[config.mk]
export PLATFORM = sky130hd
export DESIGN_NAME = imp_decoder
export DESIGN_NICKNAME = d
export VERILOG_FILES = /design/src/rtl/imp_pkg.sv /design/src/rtl/imp_decoder.sv
export SDC_FILE = /design/constraint.sdc
export NUM_CORES = 1
export LEC_CHECK = 0
export ABC_AREA = 0
export BUFFER_PORTS_ARGS = -buffer_cell sky130_fd_sc_hd__buf_2
export CAP_MARGIN = 40
export CORE_ASPECT_RATIO = 1.25
export CORE_MARGIN = 2
export CORE_UTILIZATION = 35
export DETAILED_ROUTE_END_ITERATION = 8
export MAX_ROUTING_LAYER = met4
export PLACE_DENSITY_LB_ADDON = 0.2
export SETUP_SLACK_MARGIN = 0.15
export SYNTH_ARGS = -nofsm -noshare
export SYNTH_HDL_FRONTEND = slang
export SYNTH_SLANG_ARGS = --single-unit
[constraint.sdc]
create_clock -name vclk -period 5.5
set_input_delay 1.1 -clock vclk [all_inputs]
set_output_delay 1.1 -clock vclk [all_outputs]
set_load 0.01 [all_outputs]
[src/rtl/imp_pkg.sv]
// ----------------------------------------------------------------------------
// imp_pkg
// shared types and constants of the instruction mix profiler: opcodes,
// kind codes, decode result and sequencer states
// ----------------------------------------------------------------------------
package imp_pkg;

    localparam int KIND_SLOTS = 52;
    localparam int REG_SLOTS  = 64;
    localparam int KIND_AW    = $clog2(KIND_SLOTS);
    localparam int REG_AW     = $clog2(REG_SLOTS);

    localparam logic [2:0] RM_RESET = 3'd7;

    typedef logic [KIND_AW-1:0] kind_t;
    typedef logic [REG_AW-1:0]  reg_idx_t;

    // major opcodes
    localparam logic [6:0] OPC_ZERO   = 7'h00;
    localparam logic [6:0] OPC_LOAD   = 7'h03;
    localparam logic [6:0] OPC_STORE  = 7'h23;
    localparam logic [6:0] OPC_OP     = 7'h33;
    localparam logic [6:0] OPC_OPIMM  = 7'h13;
    localparam logic [6:0] OPC_BRANCH = 7'h63;
    localparam logic [6:0] OPC_LUI    = 7'h37;
    localparam logic [6:0] OPC_AUIPC  = 7'h17;
    localparam logic [6:0] OPC_JAL    = 7'h6F;
    localparam logic [6:0] OPC_JALR   = 7'h67;
    localparam logic [6:0] OPC_MULDIV = 7'h5B;
    localparam logic [6:0] OPC_RXBU   = 7'h0B;
    localparam logic [6:0] OPC_TXBU   = 7'h1B;
    localparam logic [6:0] OPC_FLW    = 7'h07;
    localparam logic [6:0] OPC_FSW    = 7'h27;
    localparam logic [6:0] OPC_FP     = 7'h53;

    // funct7 codes
    localparam logic [6:0] F7_ZERO   = 7'h00;
    localparam logic [6:0] F7_ALT    = 7'h20;
    localparam logic [6:0] F7_FADD   = 7'h00;
    localparam logic [6:0] F7_FSUB   = 7'h04;
    localparam logic [6:0] F7_FMUL   = 7'h08;
    localparam logic [6:0] F7_FDIV   = 7'h0C;
    localparam logic [6:0] F7_FSQRT  = 7'h2C;
    localparam logic [6:0] F7_FSGNJ  = 7'h10;
    localparam logic [6:0] F7_FCVTSW = 7'h68;
    localparam logic [6:0] F7_FMVWX  = 7'h78;
    localparam logic [6:0] F7_FMVXW  = 7'h70;
    localparam logic [6:0] F7_FCMP   = 7'h50;

    // funct3 codes
    localparam logic [2:0] F3_ZERO = 3'd0;
    localparam logic [2:0] F3_ONE  = 3'd1;
    localparam logic [2:0] F3_TWO  = 3'd2;
    localparam logic [2:0] F3_WORD = 3'd2;
    localparam logic [2:0] F3_SHL  = 3'd1;
    localparam logic [2:0] F3_SHR  = 3'd5;
    localparam logic [2:0] F3_ADD  = 3'd0;
    localparam logic [2:0] F3_XOR  = 3'd4;
    localparam logic [2:0] F3_OR   = 3'd6;
    localparam logic [2:0] F3_AND  = 3'd7;
    localparam logic [2:0] F3_SLT  = 3'd2;
    localparam logic [2:0] F3_SLTU = 3'd3;
    localparam logic [2:0] F3_BEQ  = 3'd0;
    localparam logic [2:0] F3_BNE  = 3'd1;
    localparam logic [2:0] F3_BLT  = 3'd4;
    localparam logic [2:0] F3_BGE  = 3'd5;
    localparam logic [2:0] F3_BLTU = 3'd6;
    localparam logic [2:0] F3_BGEU = 3'd7;

    localparam logic [4:0] REG_ZERO = 5'd0;

    // instruction kinds
    localparam kind_t K_ZERO   = 6'd0;
    localparam kind_t K_LW     = 6'd1;
    localparam kind_t K_SW     = 6'd2;
    localparam kind_t K_SLL    = 6'd3;
    localparam kind_t K_SRL    = 6'd4;
    localparam kind_t K_SRA    = 6'd5;
    localparam kind_t K_ADD    = 6'd6;
    localparam kind_t K_SUB    = 6'd7;
    localparam kind_t K_XOR    = 6'd8;
    localparam kind_t K_OR     = 6'd9;
    localparam kind_t K_AND    = 6'd10;
    localparam kind_t K_SLT    = 6'd11;
    localparam kind_t K_SLTU   = 6'd12;
    localparam kind_t K_SLLI   = 6'd13;
    localparam kind_t K_SRLI   = 6'd14;
    localparam kind_t K_SRAI   = 6'd15;
    localparam kind_t K_ADDI   = 6'd16;
    localparam kind_t K_XORI   = 6'd17;
    localparam kind_t K_ORI    = 6'd18;
    localparam kind_t K_ANDI   = 6'd19;
    localparam kind_t K_SLTI   = 6'd20;
    localparam kind_t K_SLTIU  = 6'd21;
    localparam kind_t K_BEQ    = 6'd22;
    localparam kind_t K_BNE    = 6'd23;
    localparam kind_t K_BLT    = 6'd24;
    localparam kind_t K_BGE    = 6'd25;
    localparam kind_t K_BLTU   = 6'd26;
    localparam kind_t K_BGEU   = 6'd27;
    localparam kind_t K_LUI    = 6'd28;
    localparam kind_t K_AUIPC  = 6'd29;
    localparam kind_t K_JAL    = 6'd30;
    localparam kind_t K_JALR   = 6'd31;
    localparam kind_t K_MUL10  = 6'd32;
    localparam kind_t K_DIV10  = 6'd33;
    localparam kind_t K_RXBU   = 6'd34;
    localparam kind_t K_TXBU   = 6'd35;
    localparam kind_t K_FLW    = 6'd36;
    localparam kind_t K_FSW    = 6'd37;
    localparam kind_t K_FADD   = 6'd38;
    localparam kind_t K_FSUB   = 6'd39;
    localparam kind_t K_FMUL   = 6'd40;
    localparam kind_t K_FDIV   = 6'd41;
    localparam kind_t K_FSQRT  = 6'd42;
    localparam kind_t K_FSGNJ  = 6'd43;
    localparam kind_t K_FSGNJN = 6'd44;
    localparam kind_t K_FSGNJX = 6'd45;
    localparam kind_t K_FCVTSW = 6'd46;
    localparam kind_t K_FMVWX  = 6'd47;
    localparam kind_t K_FMVXW  = 6'd48;
    localparam kind_t K_FEQ    = 6'd49;
    localparam kind_t K_FLT    = 6'd50;
    localparam kind_t K_FLE    = 6'd51;

    localparam logic INT_FILE   = 1'b0;
    localparam logic FLOAT_FILE = 1'b1;

    typedef struct packed {
        logic     kind_valid;
        kind_t    kind;
        logic     use_rd;
        reg_idx_t rd;
        logic     use_rs1;
        reg_idx_t rs1;
        logic     use_rs2;
        reg_idx_t rs2;
    } dec_t;

    typedef enum logic [2:0] {
        ST_IDLE,
        ST_LOOKUP,
        ST_UPDATE,
        ST_SECOND,
        ST_REPLY
    } state_t;

endpackage

[src/rtl/imp_decoder.sv]
// ----------------------------------------------------------------------------
// imp_decoder
// maps opcode, funct3 and funct7 to an instruction kind and the register
// counter slots the instruction touches
// ----------------------------------------------------------------------------
module imp_decoder (
    input  logic [6:0]    opcode,
    input  logic [2:0]    funct3,
    input  logic [6:0]    funct7,
    input  logic [4:0]    dest_reg,
    input  logic [4:0]    src1_reg,
    input  logic [4:0]    src2_reg,
    input  logic [2:0]    rounding_mode,
    output imp_pkg::dec_t dec
);

    always_comb begin
        dec     = '0;
        dec.rd  = {imp_pkg::INT_FILE, dest_reg};
        dec.rs1 = {imp_pkg::INT_FILE, src1_reg};
        dec.rs2 = {imp_pkg::INT_FILE, src2_reg};
        unique case (opcode)
            imp_pkg::OPC_ZERO: begin
                dec.kind_valid = 1'b1;
                dec.kind       = imp_pkg::K_ZERO;
            end
            imp_pkg::OPC_LOAD: begin
                if (funct3 == imp_pkg::F3_WORD) begin
                    dec.use_rd     = 1'b1;
                    dec.use_rs1    = 1'b1;
                    dec.kind_valid = 1'b1;
                    dec.kind       = imp_pkg::K_LW;
                end
            end
            imp_pkg::OPC_STORE: begin
                if (funct3 == imp_pkg::F3_WORD) begin
                    dec.use_rs1    = 1'b1;
                    dec.use_rs2    = 1'b1;
                    dec.kind_valid = 1'b1;
                    dec.kind       = imp_pkg::K_SW;
                end
            end
            imp_pkg::OPC_OP: begin
                dec.use_rd     = 1'b1;
                dec.use_rs1    = 1'b1;
                dec.use_rs2    = 1'b1;
                dec.kind_valid = 1'b1;
                unique case (funct3)
                    imp_pkg::F3_SHL:  dec.kind = imp_pkg::K_SLL;
                    imp_pkg::F3_SHR: begin
                        dec.kind       = (funct7 == imp_pkg::F7_ALT) ? imp_pkg::K_SRA
                                                                     : imp_pkg::K_SRL;
                        dec.kind_valid = (funct7 == imp_pkg::F7_ZERO)
                                      || (funct7 == imp_pkg::F7_ALT);
                    end
                    imp_pkg::F3_ADD: begin
                        dec.kind       = (funct7 == imp_pkg::F7_ALT) ? imp_pkg::K_SUB
                                                                     : imp_pkg::K_ADD;
                        dec.kind_valid = (funct7 == imp_pkg::F7_ZERO)
                                      || (funct7 == imp_pkg::F7_ALT);
                    end
                    imp_pkg::F3_XOR:  dec.kind = imp_pkg::K_XOR;
                    imp_pkg::F3_OR:   dec.kind = imp_pkg::K_OR;
                    imp_pkg::F3_AND:  dec.kind = imp_pkg::K_AND;
                    imp_pkg::F3_SLT:  dec.kind = imp_pkg::K_SLT;
                    imp_pkg::F3_SLTU: dec.kind = imp_pkg::K_SLTU;
                    default:          dec.kind = imp_pkg::K_SLTU;
                endcase
            end
            imp_pkg::OPC_OPIMM: begin
                dec.use_rd     = 1'b1;
                dec.use_rs1    = 1'b1;
                dec.kind_valid = 1'b1;
                unique case (funct3)
                    imp_pkg::F3_SHL:  dec.kind = imp_pkg::K_SLLI;
                    imp_pkg::F3_SHR: begin
                        dec.kind       = (funct7 == imp_pkg::F7_ALT) ? imp_pkg::K_SRAI
                                                                     : imp_pkg::K_SRLI;
                        dec.kind_valid = (funct7 == imp_pkg::F7_ZERO)
                                      || (funct7 == imp_pkg::F7_ALT);
                    end
                    imp_pkg::F3_ADD:  dec.kind = imp_pkg::K_ADDI;
                    imp_pkg::F3_XOR:  dec.kind = imp_pkg::K_XORI;
                    imp_pkg::F3_OR:   dec.kind = imp_pkg::K_ORI;
                    imp_pkg::F3_AND:  dec.kind = imp_pkg::K_ANDI;
                    imp_pkg::F3_SLT:  dec.kind = imp_pkg::K_SLTI;
                    imp_pkg::F3_SLTU: dec.kind = imp_pkg::K_SLTIU;
                    default:          dec.kind = imp_pkg::K_SLTIU;
                endcase
            end
            imp_pkg::OPC_BRANCH: begin
                dec.use_rs1    = 1'b1;
                dec.use_rs2    = 1'b1;
                dec.kind_valid = 1'b1;
                unique case (funct3)
                    imp_pkg::F3_BEQ:  dec.kind = imp_pkg::K_BEQ;
                    imp_pkg::F3_BNE:  dec.kind = imp_pkg::K_BNE;
                    imp_pkg::F3_BLT:  dec.kind = imp_pkg::K_BLT;
                    imp_pkg::F3_BGE:  dec.kind = imp_pkg::K_BGE;
                    imp_pkg::F3_BLTU: dec.kind = imp_pkg::K_BLTU;
                    imp_pkg::F3_BGEU: dec.kind = imp_pkg::K_BGEU;
                    default:          dec.kind_valid = 1'b0;
                endcase
            end
            imp_pkg::OPC_LUI: begin
                dec.use_rd     = 1'b1;
                dec.kind_valid = 1'b1;
                dec.kind       = imp_pkg::K_LUI;
            end
            imp_pkg::OPC_AUIPC: begin
                dec.use_rd     = 1'b1;
                dec.kind_valid = 1'b1;
                dec.kind       = imp_pkg::K_AUIPC;
            end
            imp_pkg::OPC_JAL: begin
                dec.use_rd     = 1'b1;
                dec.kind_valid = 1'b1;
                dec.kind       = imp_pkg::K_JAL;
            end
            imp_pkg::OPC_JALR: begin
                dec.use_rd     = 1'b1;
                dec.use_rs1    = 1'b1;
                dec.kind_valid = 1'b1;
                dec.kind       = imp_pkg::K_JALR;
            end
            imp_pkg::OPC_MULDIV: begin
                dec.use_rd     = 1'b1;
                dec.use_rs1    = 1'b1;
                dec.kind       = (funct3 == imp_pkg::F3_ONE) ? imp_pkg::K_DIV10
                                                             : imp_pkg::K_MUL10;
                dec.kind_valid = (funct7 == imp_pkg::F7_ZERO)
                              && (src2_reg == imp_pkg::REG_ZERO)
                              && ((funct3 == imp_pkg::F3_ZERO) || (funct3 == imp_pkg::F3_ONE));
            end
            imp_pkg::OPC_RXBU: begin
                dec.use_rd     = 1'b1;
                dec.kind_valid = 1'b1;
                dec.kind       = imp_pkg::K_RXBU;
            end
            imp_pkg::OPC_TXBU: begin
                dec.use_rs1    = 1'b1;
                dec.kind_valid = 1'b1;
                dec.kind       = imp_pkg::K_TXBU;
            end
            imp_pkg::OPC_FLW: begin
                if (funct3 == imp_pkg::F3_WORD) begin
                    dec.rd         = {imp_pkg::FLOAT_FILE, dest_reg};
                    dec.use_rd     = 1'b1;
                    dec.use_rs1    = 1'b1;
                    dec.kind_valid = 1'b1;
                    dec.kind       = imp_pkg::K_FLW;
                end
            end
            imp_pkg::OPC_FSW: begin
                if (funct3 == imp_pkg::F3_WORD) begin
                    dec.rs2        = {imp_pkg::FLOAT_FILE, src2_reg};
                    dec.use_rs1    = 1'b1;
                    dec.use_rs2    = 1'b1;
                    dec.kind_valid = 1'b1;
                    dec.kind       = imp_pkg::K_FSW;
                end
            end
            imp_pkg::OPC_FP: begin
                dec.rd  = {imp_pkg::FLOAT_FILE, dest_reg};
                dec.rs1 = {imp_pkg::FLOAT_FILE, src1_reg};
                dec.rs2 = {imp_pkg::FLOAT_FILE, src2_reg};
                unique case (funct7)
                    imp_pkg::F7_FADD, imp_pkg::F7_FSUB, imp_pkg::F7_FMUL,
                    imp_pkg::F7_FDIV: begin
                        if (funct3 == rounding_mode) begin
                            dec.use_rd     = 1'b1;
                            dec.use_rs1    = 1'b1;
                            dec.use_rs2    = 1'b1;
                            dec.kind_valid = 1'b1;
                            dec.kind       = imp_pkg::K_FADD + imp_pkg::kind_t'(funct7[6:2]);
                        end
                    end
                    imp_pkg::F7_FSQRT: begin
                        if (funct3 == rounding_mode && src2_reg == imp_pkg::REG_ZERO) begin
                            dec.use_rd     = 1'b1;
                            dec.use_rs1    = 1'b1;
                            dec.kind_valid = 1'b1;
                            dec.kind       = imp_pkg::K_FSQRT;
                        end
                    end
                    imp_pkg::F7_FSGNJ: begin
                        dec.use_rd     = 1'b1;
                        dec.use_rs1    = 1'b1;
                        dec.use_rs2    = 1'b1;
                        dec.kind_valid = (funct3 <= imp_pkg::F3_TWO);
                        dec.kind       = imp_pkg::K_FSGNJ + imp_pkg::kind_t'(funct3);
                    end
                    imp_pkg::F7_FCVTSW: begin
                        if (funct3 == rounding_mode && src2_reg == imp_pkg::REG_ZERO) begin
                            dec.rs1        = {imp_pkg::INT_FILE, src1_reg};
                            dec.use_rd     = 1'b1;
                            dec.use_rs1    = 1'b1;
                            dec.kind_valid = 1'b1;
                            dec.kind       = imp_pkg::K_FCVTSW;
                        end
                    end
                    imp_pkg::F7_FMVWX: begin
                        if (funct3 == imp_pkg::F3_ZERO && src2_reg == imp_pkg::REG_ZERO) begin
                            dec.rs1        = {imp_pkg::INT_FILE, src1_reg};
                            dec.use_rd     = 1'b1;
                            dec.use_rs1    = 1'b1;
                            dec.kind_valid = 1'b1;
                            dec.kind       = imp_pkg::K_FMVWX;
                        end
                    end
                    imp_pkg::F7_FMVXW: begin
                        if (funct3 == imp_pkg::F3_ZERO && src2_reg == imp_pkg::REG_ZERO) begin
                            dec.rd         = {imp_pkg::INT_FILE, dest_reg};
                            dec.use_rd     = 1'b1;
                            dec.use_rs1    = 1'b1;
                            dec.kind_valid = 1'b1;
                            dec.kind       = imp_pkg::K_FMVXW;
                        end
                    end
                    imp_pkg::F7_FCMP: begin
                        dec.rd         = {imp_pkg::INT_FILE, dest_reg};
                        dec.use_rd     = 1'b1;
                        dec.use_rs1    = 1'b1;
                        dec.use_rs2    = 1'b1;
                        dec.kind_valid = (funct3 <= imp_pkg::F3_TWO);
                        dec.kind       = imp_pkg::K_FLE - imp_pkg::kind_t'(funct3);
                    end
                    default: dec.kind_valid = 1'b0;
                endcase
            end
            default: dec.kind_valid = 1'b0;
        endcase
    end

endmodule

==> summary.md, run 1 <==
| Metric | Value |
|---|---|
| Status | `completed` |
| Setup bufs post-CTS | `0` |
| Die area | `4910 um2` |
| Final Cell Area | `1630 um2` |
| Vias | `1749` |
| Mean Syn Cell Area | `7.10 um2` |
| Pre-Repair DR Iteration Count | `5` |
| Met3 WL post-DR | `342 um` |
| Post_cts resized | `0` |
| RePlAce Congestion | `0.924` |
| I/O pin cnt | `63` |
| Tmin final | `4.27 ns` |
| Tot Pwr | `90.3 uW` |
| Routed wire length | `4820 um` |
| Hold Worst Slack | `2.20 ns` |
| Antenna violations before repair | `0` |
| Pwr/cell area | `55.2 nW/um2` |
| Drt initial violations | `185` |
| Ys Warns | `0` |
| Synth Net Count | `264` |
| Fin cells | `286` |
| Worst hold start | `src1_reg[4]` |
| Hold endpoint | `dec[11]` |
| Setup TNS | `0 ns` |
| DRC | `0` |
| Hold Violations, Final | `0` |
| Crit path max fanout | `11` |
| Cell Rows | `26` |
| Hold path cells | `0` |
| Leak | `0.000642 uW` |
| WL met2 | `2300 um` |
| Dpl cell area | `1630 um2` |
| # diodes | `0` |
| Dpl cells | `286` |
| Critical Path Source Type | `input pin` |
| Synthesis-to-finish area growth | `7.05%` |
| Wl on met1 | `2130 um` |
| CP Class | `input pin to output port` |
| Die Ht | `77.8 um` |
| Netlist cell types | `56` |
| Core footprint | `4130 um2` |
| First-pass GRT wire length | `7980 um` |
| Hold Path Class | `input pin to output port` |
| Max-slew violations | `0` |
| Top Layer Used | `met4` |
| RSZ-0062 raised after global routing | `false` |
| Endpoint class of the critical path | `output port` |
| Fmax | `234 MHz` |
| DR WL/cell | `16.9 um` |
| Chip width | `63.1 um` |
| Worst-Margin Slew | `0.693 ns` |
| Register area | `0 um2` |
| Hpwl dp | `3730 um` |
| Critical path required time | `4.40 ns` |
| Peak supply drop | `0.0000312 V` |
| Nets@finish | `281` |
| Post-synthesis sequential area ratio | `0%` |
| Arr. time, crit path | `3.17 ns` |
| Largest net degree at the start of global routing | `26` |
| Vias in the first global route | `1639` |
| Number of routed nets with antenna violations | `0` |
| Final Cycle Share | `77.7%` |
| Clk_buf instances | `0` |
| Initial core utilization | `36.9%` |
| Final Setup Violations | `0` |
| Post-CTS Hold Buffers | `0` |
| Total track usage | `19.9%` |
| IO buf count | `43` |
| Syn Inst Count | `215` |
| Layout cells sized above 1 | `25.7%` |
| Max_slew headroom | `53.4%` |
| Fillers | `452` |
| Vias per cell | `6.12` |
| Max cap viols | `0` |
| Congestion Overflow GR | `0` |
| Post-Syn Area | `1530 um2` |
| FF+latch count | `0` |
[cell families after synthesis]
logic type / share of synthesized area, %
fa+ha+maj: 11.5
buf+inv: 13.9
compound gates: 31.1
mux: 2.62
xor+xnor: 3.85
simple gates: 37.0
[worst max path at each step]
stage	startpoint	end	cells past startpoint
finish	funct3[1]	dec[22]	9
detailed placement	funct3[1]	dec[25]	9
global placement	funct3[1]	dec[25]	9
CTS	funct3[1]	dec[25]	9
floorplan	funct3[0]	dec[21]	8
global route	funct3[1]	dec[27]	9
[synth_stat cells (3+ instances only)]
library cell	instances	area share, %
nand3b_1	3	1.5
nand2_1	13	3.2
buf_2	3	0.98
o22ai_1	3	1.2
a31oi_1	8	3.3
o211ai_1	4	2.0
nor2_1	12	3.0
ha_1	14	11
nand3_1	13	4.3
mux2i_1	4	2.6
buf_4	16	7.9
nand4_1	5	2.0
nor2b_1	5	2.0
nor3b_1	4	2.0
o21ai_0	11	3.6
nor3_1	8	2.6
a211oi_1	7	3.4
and3b_1	3	1.7
a21oi_1	10	3.3
clkbuf_1	6	1.5
inv_1	9	2.2
o32ai_1	4	2.3
o2111ai_1	7	4.0
[where the power goes]
group | leakage, uW | switching, uW | internal [uW]
Combinational | 0.000642 | 57.9 | 32.4
Clock | 0 | 0 | 0
Sequential | 0 | 0 | 0
[placed cells by master (no fill, tap or decap), types with 3 or more instances in the layout]
| cell | instances |
|---|---|
| mux2i_1 | 4 |
| a211oi_1 | 7 |
| a31oi_1 | 8 |
| nor2b_1 | 5 |
| nand3b_1 | 3 |
| ha_1 | 14 |
| and3b_1 | 3 |
| o2111ai_1 | 7 |
| nand4_1 | 5 |
| nand3_1 | 13 |
| o211ai_1 | 4 |
| nor2_1 | 12 |
| nand2_1 | 13 |
| nor3b_1 | 4 |
| o22ai_1 | 3 |
| buf_2 | 43 |
| a21oi_1 | 10 |
| inv_1 | 9 |
| o21ai_0 | 11 |
| nor3_1 | 8 |
| o32ai_1 | 4 |
[area by class of cell]
cell class                      count  area (um2)  share of cell area (%)
Tap cell                           56        70.1                    4.29
Multi-Input combinational cell    178        1320                    80.5
Timing Repair Buffer               43         215                    13.2
Inverter                            9        33.8                    2.07
[per-stage QoR]
step	setup slack, ns	utilization [%]
after CTS	1.25	39.6
after floorplan	1.80	-
after global placement	1.26	39.6
after global routing	1.09	39.6
final	1.23	39.6
after detailed placement	1.25	39.6
[critical path, cell delays in order]
cell and delay (ns):
buf_2 0.23, inv_1 0.19, ha_1 0.32, and3b_1 0.21, a41oi_2 0.29, o32ai_4 0.17
a211oi_1 0.38, o211ai_1 0.13, buf_2 0.16
[routing by layer]
metal,track usage (%),vias to the layer above
met5,-,-
met4,2.89,0
met3,0.870,8
met2,33.3,97
met1,26.9,795
li1,-,849
Note: power is estimated with default switching activity, not from simulation.
==> inputs of run 2 (changes only) <==
==> constraint.sdc (replaced) <==
create_clock -name vclk -period 3.5
set_input_delay 0.7 -clock vclk [all_inputs]
set_output_delay 0.7 -clock vclk [all_outputs]
set_load 0.01 [all_outputs]
==> run 2 against run 1 <==
Worst hold slack worse by 0.80 ns. Largest power group unchanged. Die area unchanged. Largest cell class unchanged. Sequential share of layout area unchanged. Routed wire length up 2.2%. Via count rose by 1.4%.
==> summary.md, run 2 (synthesis gave the netlist of run 1 again) <==
| Metric | Value |
|---|---|
| Core footprint | `4130 um2 (unchanged)` |
| Tot Pwr | `148 uW (+64%)` |
| Antenna violations before repair | `0 (unchanged)` |
| Die area | `4910 um2 (unchanged)` |
| Vias per cell | `6.05 (-1.0%)` |
| Max-slew violations | `0 (unchanged)` |
| Grt met3 use | `0.725% (-0.14 points)` |
| Routed wire length | `4930 um (+2.2%)` |
| Hold Path Class | `input pin to output port` |
| Max cap viols | `0 (unchanged)` |
| Commonest non-fill, non-tap cells in the layout | `43 x buf_2, 13 x nand2_1, 13 x nand3_1, 13 x ha_1, 12 x nor2_1` |
| Final Cell Area | `1700 um2 (+3.8%)` |
| Synthesis-to-finish area growth | `11.1%` |
| Vias in the first global route | `1637 (-0.12%)` |
| DR WL/cell | `16.8 um (-0.24%)` |
| Total track usage | `20.6% (+0.77 points)` |
| # diodes | `0 (unchanged)` |
| Fillers | `470 (+4.0%)` |
| Pre-Repair DR Iteration Count | `4 (-1)` |
| M1 GR Usage | `28.5% (+1.7 points)` |
| Clk_buf instances | `0 (unchanged)` |
| RSZ-0062 raised after global routing | `false` |
| GR peak layer | `met2` |
| Initial core utilization | `36.9% (unchanged)` |
| Leak | `0.000675 uW (+5.1%)` |
| Area of the multi-input gates | `1320 um2 (+0.67%)` |
| Final core occ | `41.0% (+1.5 points)` |
| Tmin final | `3.17 ns` |
| Congestion Overflow GR | `0 (unchanged)` |
| Final Cycle Share | `90.4%` |
| Vias | `1773 (+1.4%)` |
| Nets@finish | `288 (+2.5%)` |
| Cell Rows | `26 (unchanged)` |
| Layout cells sized above 1 | `28.7% (+3.0 points)` |
| First-pass GRT wire length | `8240 um (+3.3%)` |
| Setup TNS | `0 ns (unchanged)` |
| Dpl ws | `0.222 ns (-1.03 ns)` |
| Drt initial violations | `113 (-39%)` |
| Setup bufs post-CTS | `0 (unchanged)` |
| M2 GR Usage | `33.9% (+0.64 points)` |
| Commonest non-fill, non-tap cell in the layout | `buf_2` |
| Hpwl dp | `3820 um (+2.3%)` |
| Status | `completed` |
| Number of routed nets with antenna violations | `0 (unchanged)` |
| FF+latch count | `0 (unchanged)` |
| Chip width | `63.1 um (unchanged)` |
| DRC | `0 (unchanged)` |
| Endpoint class of the critical path | `output port` |
| Peak supply drop | `0.0000335 V (+7.3%)` |
| Hold Violations, Final | `0 (unchanged)` |
| Setup ws final | `0.334 ns (-0.892 ns)` |
| Critical Path Source Type | `input pin` |
| Pwr/cell area | `87.6 nW/um2 (+59%)` |
| Critical path required time | `2.80 ns (-1.60 ns)` |
| RePlAce Congestion | `0.925 (+0.15%)` |
| Fmax | `316 MHz` |
| Crit path max fanout | `8 (-3)` |
| Register area | `0 um2 (unchanged)` |
| Die Ht | `77.8 um (unchanged)` |
| IO buf count | `43 (unchanged)` |
| I/O pin cnt | `63 (unchanged)` |
| Worst-Margin Slew | `0.574 ns (-0.119 ns)` |
| CP Class | `input pin to output port` |
| Largest net degree at the start of global routing | `26 (unchanged)` |
| Final Setup Violations | `0 (unchanged)` |
| Dpl cell area | `1690 um2 (+3.2%)` |
| Arr. time, crit path | `2.47 ns (-0.70 ns)` |
| Max_slew headroom | `61.4% (+8.0 points)` |
## run 2: worst max-delay path, stage by stage
cell and delay, ns:
buf_2 0.15, inv_1 0.17, ha_1 0.32, nor2b_1 0.39, nand2b_1 0.16, a211oi_1 0.27
a21oi_1 0.08, nand3_1 0.10, buf_2 0.13
## run 2: through the flow
stage | std cells | hold WS (ns)
2_1_floorplan | 215 | 1.49
3_3_place_gp | 293 | 1.40
3_5_place_dp | 293 | 1.40
4_1_cts | 293 | 1.40
5_1_grt | 293 | 1.40
6_report | 293 | 1.40
## run 2: layout make-up
| type | instances | area share, % |
|---|---|---|
| tap | 56 | 4.13 |
| timing repair buffer | 50 | 15.8 |
| inverter | 9 | 1.99 |
| multi-input combinational | 178 | 78.1 |
## run 2: path summary, 6_finish.rpt
path                    start      end  slack (ns)  cells after the start
setup / recovery    funct3[2]  dec[13]        0.33                      9
hold / removal    src1_reg[4]  dec[11]        1.40                      0
## run 2: power breakdown
group | total, uW | switching [uW] | leakage [uW] | internal [uW]
Clock | 0 | 0 | 0 | 0
Combinational | 148 | 92.8 | 0.000675 | 55.7
Sequential | 0 | 0 | 0 | 0
## run 2: layer usage
metal	part of all wire [%]	routed length, um
met1	45	2210
met2	48	2350
met3	6.0	295
met4	1.5	76
met5	0	0
## run 2: timing repair
item | in CTS | in global routing
resized for setup | 0 | 2
endpoints found under the setup margin | 0 | 3
endpoints found under the hold margin | 0 | 0
hold buffers | 0 | 0
==> inputs of run 3 (changes only) <==
--- a/config.mk
+++ b/config.mk
@@ -13,7 +13,7 @@
 export CORE_UTILIZATION = 35
 export DETAILED_ROUTE_END_ITERATION = 8
 export MAX_ROUTING_LAYER = met4
-export PLACE_DENSITY_LB_ADDON = 0.2
+export PLACE_DENSITY = 0.69
 export SETUP_SLACK_MARGIN = 0.15
 export SYNTH_ARGS = -nofsm -noshare
 export SYNTH_HDL_FRONTEND = slang
==> run 3 against run 2 <==
Critical path depth did not move. Die area did not move. Via count fell by 1.2%. Combinational power barely moved. First-iteration DRC count fell by 8.8%. Final area fell by 1.3%. Worst hold slack did not move. Flip-flop and latch count did not move. Sequential share of layout area did not move. Critical path type unchanged.
==> summary.md, run 3 (synthesis gave the netlist of run 1 again) <==
| Metric | Value |
|---|---|
| Final Setup Violations | `0 (unchanged)` |
| Max_slew headroom | `59.0% (-2.5 points)` |
| Area of the multi-input gates | `1320 um2 (unchanged)` |
| Total track usage | `19.2% (-1.4 points)` |
| Setup TNS | `0 ns (unchanged)` |
| RSZ-0062 raised after global routing | `false` |
| Hpwl dp | `3680 um (-3.6%)` |
| # diodes | `0 (unchanged)` |
| Cell Rows | `26 (unchanged)` |
| Final Cycle Share | `90.4% (about the same)` |
| Hold Path Class | `input pin to output port` |
| CP Class | `input pin to output port` |
| Synthesis-to-finish area growth | `9.59%` |
| Tot Pwr | `145 uW (-2.6%)` |
| Tmin final | `3.16 ns (-0.00314 ns)` |
| Largest net degree at the start of global routing | `26 (unchanged)` |
| I/O pin cnt | `63 (unchanged)` |
| Peak supply drop | `0.0000654 V (+95%)` |
| Crit. Startpoint | `funct3[2]` |
| Vias in the first global route | `1592 (-2.7%)` |
| Antenna violations before repair | `0 (unchanged)` |
| Status | `completed` |
| Die area | `4910 um2 (unchanged)` |
| Number of routed nets with antenna violations | `0 (unchanged)` |
| Die Ht | `77.8 um (unchanged)` |
| Worst-Margin Slew | `0.611 ns (+0.0366 ns)` |
| Register area | `0 um2 (unchanged)` |
| Crit path max fanout | `8 (unchanged)` |
| IO buf count | `43 (unchanged)` |
| Hold path cells | `0 (unchanged)` |
| FF+latch count | `0 (unchanged)` |
| Routed wire length | `4660 um (-5.4%)` |
| Critical Path Source Type | `input pin` |
| Hold Violations, Final | `0 (unchanged)` |
| Drt initial violations | `103 (-8.8%)` |
| CP endpoint | `dec[21]` |
| Layout cells sized above 1 | `27.8% (-0.91 points)` |
| Congestion Overflow GR | `0 (unchanged)` |
| Chip width | `63.1 um (unchanged)` |
| Vias per cell | `6.04 (-0.22%)` |
| DRC | `0 (unchanged)` |
| Nets@finish | `285 (-1.0%)` |
| Vias | `1751 (-1.2%)` |
| Commonest non-fill, non-tap cell in the layout | `buf_2` |
| Fillers | `451 (-4.0%)` |
| Max-slew violations | `0 (unchanged)` |
| Pwr/cell area | `86.5 nW/um2 (-1.3%)` |
| Clk_buf instances | `0 (unchanged)` |
| First-pass GRT wire length | `7820 um (-5.1%)` |
| Critical path required time | `2.80 ns (about the same)` |
| Leak | `0.000661 uW (-2.0%)` |
| Endpoint class of the critical path | `output port` |
| Fmax | `316 MHz (about the same)` |
| Pre-Repair DR Iteration Count | `4 (unchanged)` |
| Max cap viols | `0 (unchanged)` |
| DR WL/cell | `16.1 um (-4.4%)` |
| Arr. time, crit path | `2.46 ns (about the same)` |
| Core footprint | `4130 um2 (unchanged)` |
| RePlAce Congestion | `0.959 (+3.7%)` |
| Commonest non-fill, non-tap cells in the layout | `43 x buf_2, 13 x nand2_1, 13 x nand3_1, 13 x ha_1, 12 x nor2_1` |
| Initial core utilization | `36.9% (unchanged)` |
run 3: final cells by class:
type | instances | area share (%)
repair buffers | 47 | 14.7
multi-input cells | 178 | 79.1
well taps | 56 | 4.19
inverters | 9 | 2.02
run 3: through the flow:
stage                     util [%]  worst slack, ns  hold slack, ns  cell area [um2]  std cells
after floorplan                  -            0.599            1.49             1530        215
after global placement        40.3            0.289            1.40             1660        290
after detailed placement      40.3            0.200            1.40             1660        290
after CTS                     40.3            0.206            1.40             1660        290
after global routing          40.5            0.192            1.40             1670        290
final                         40.5            0.337            1.40             1670        290
run 3: how the worst min path moves through the flow:
stage | to | from | slack (ns)
2_1_floorplan | dec[0] | src2_reg[0] | 1.49
3_3_place_gp | dec[14] | dest_reg[0] | 1.40
3_5_place_dp | dec[14] | dest_reg[0] | 1.40
4_1_cts | dec[14] | dest_reg[0] | 1.40
5_1_grt | dec[10] | src1_reg[3] | 1.40
6_report | dec[10] | src1_reg[3] | 1.40
run 3: repair_timing:
action                                  4_1_cts  5_1_grt
gates resized for setup                       0        2
hold endpoints to repair                      0        0
setup buffers                                 0        0
endpoints found under the setup margin        0        4
hold buffers                                  0        0
run 3: metal layers:
metal / global-route usage (%) / up-vias / routed length [um]
li1: - / 856 / -
met1: 24.8 / 800 / 2020
met2: 34.0 / 85 / 2270
met3: 0.580 / 10 / 308
met4: 2.67 / 0 / 65
met5: - / - / 0
run 3: power by group:
group | switching (uW) | internal, uW | leakage (uW) | total (uW)
clock | 0 | 0 | 0 | 0
combinational | 90.8 | 53.8 | 0.000661 | 145
sequential | 0 | 0 | 0 | 0
run 3: worst max-delay path, cell delays in order:
cell and delay (ns):
buf_2 0.11, inv_1 0.17, ha_1 0.34, or3_1 0.22
a2bb2oi_1 0.24, a31oi_1 0.13, a211oi_1 0.24, o211ai_1 0.13
buf_2 0.16
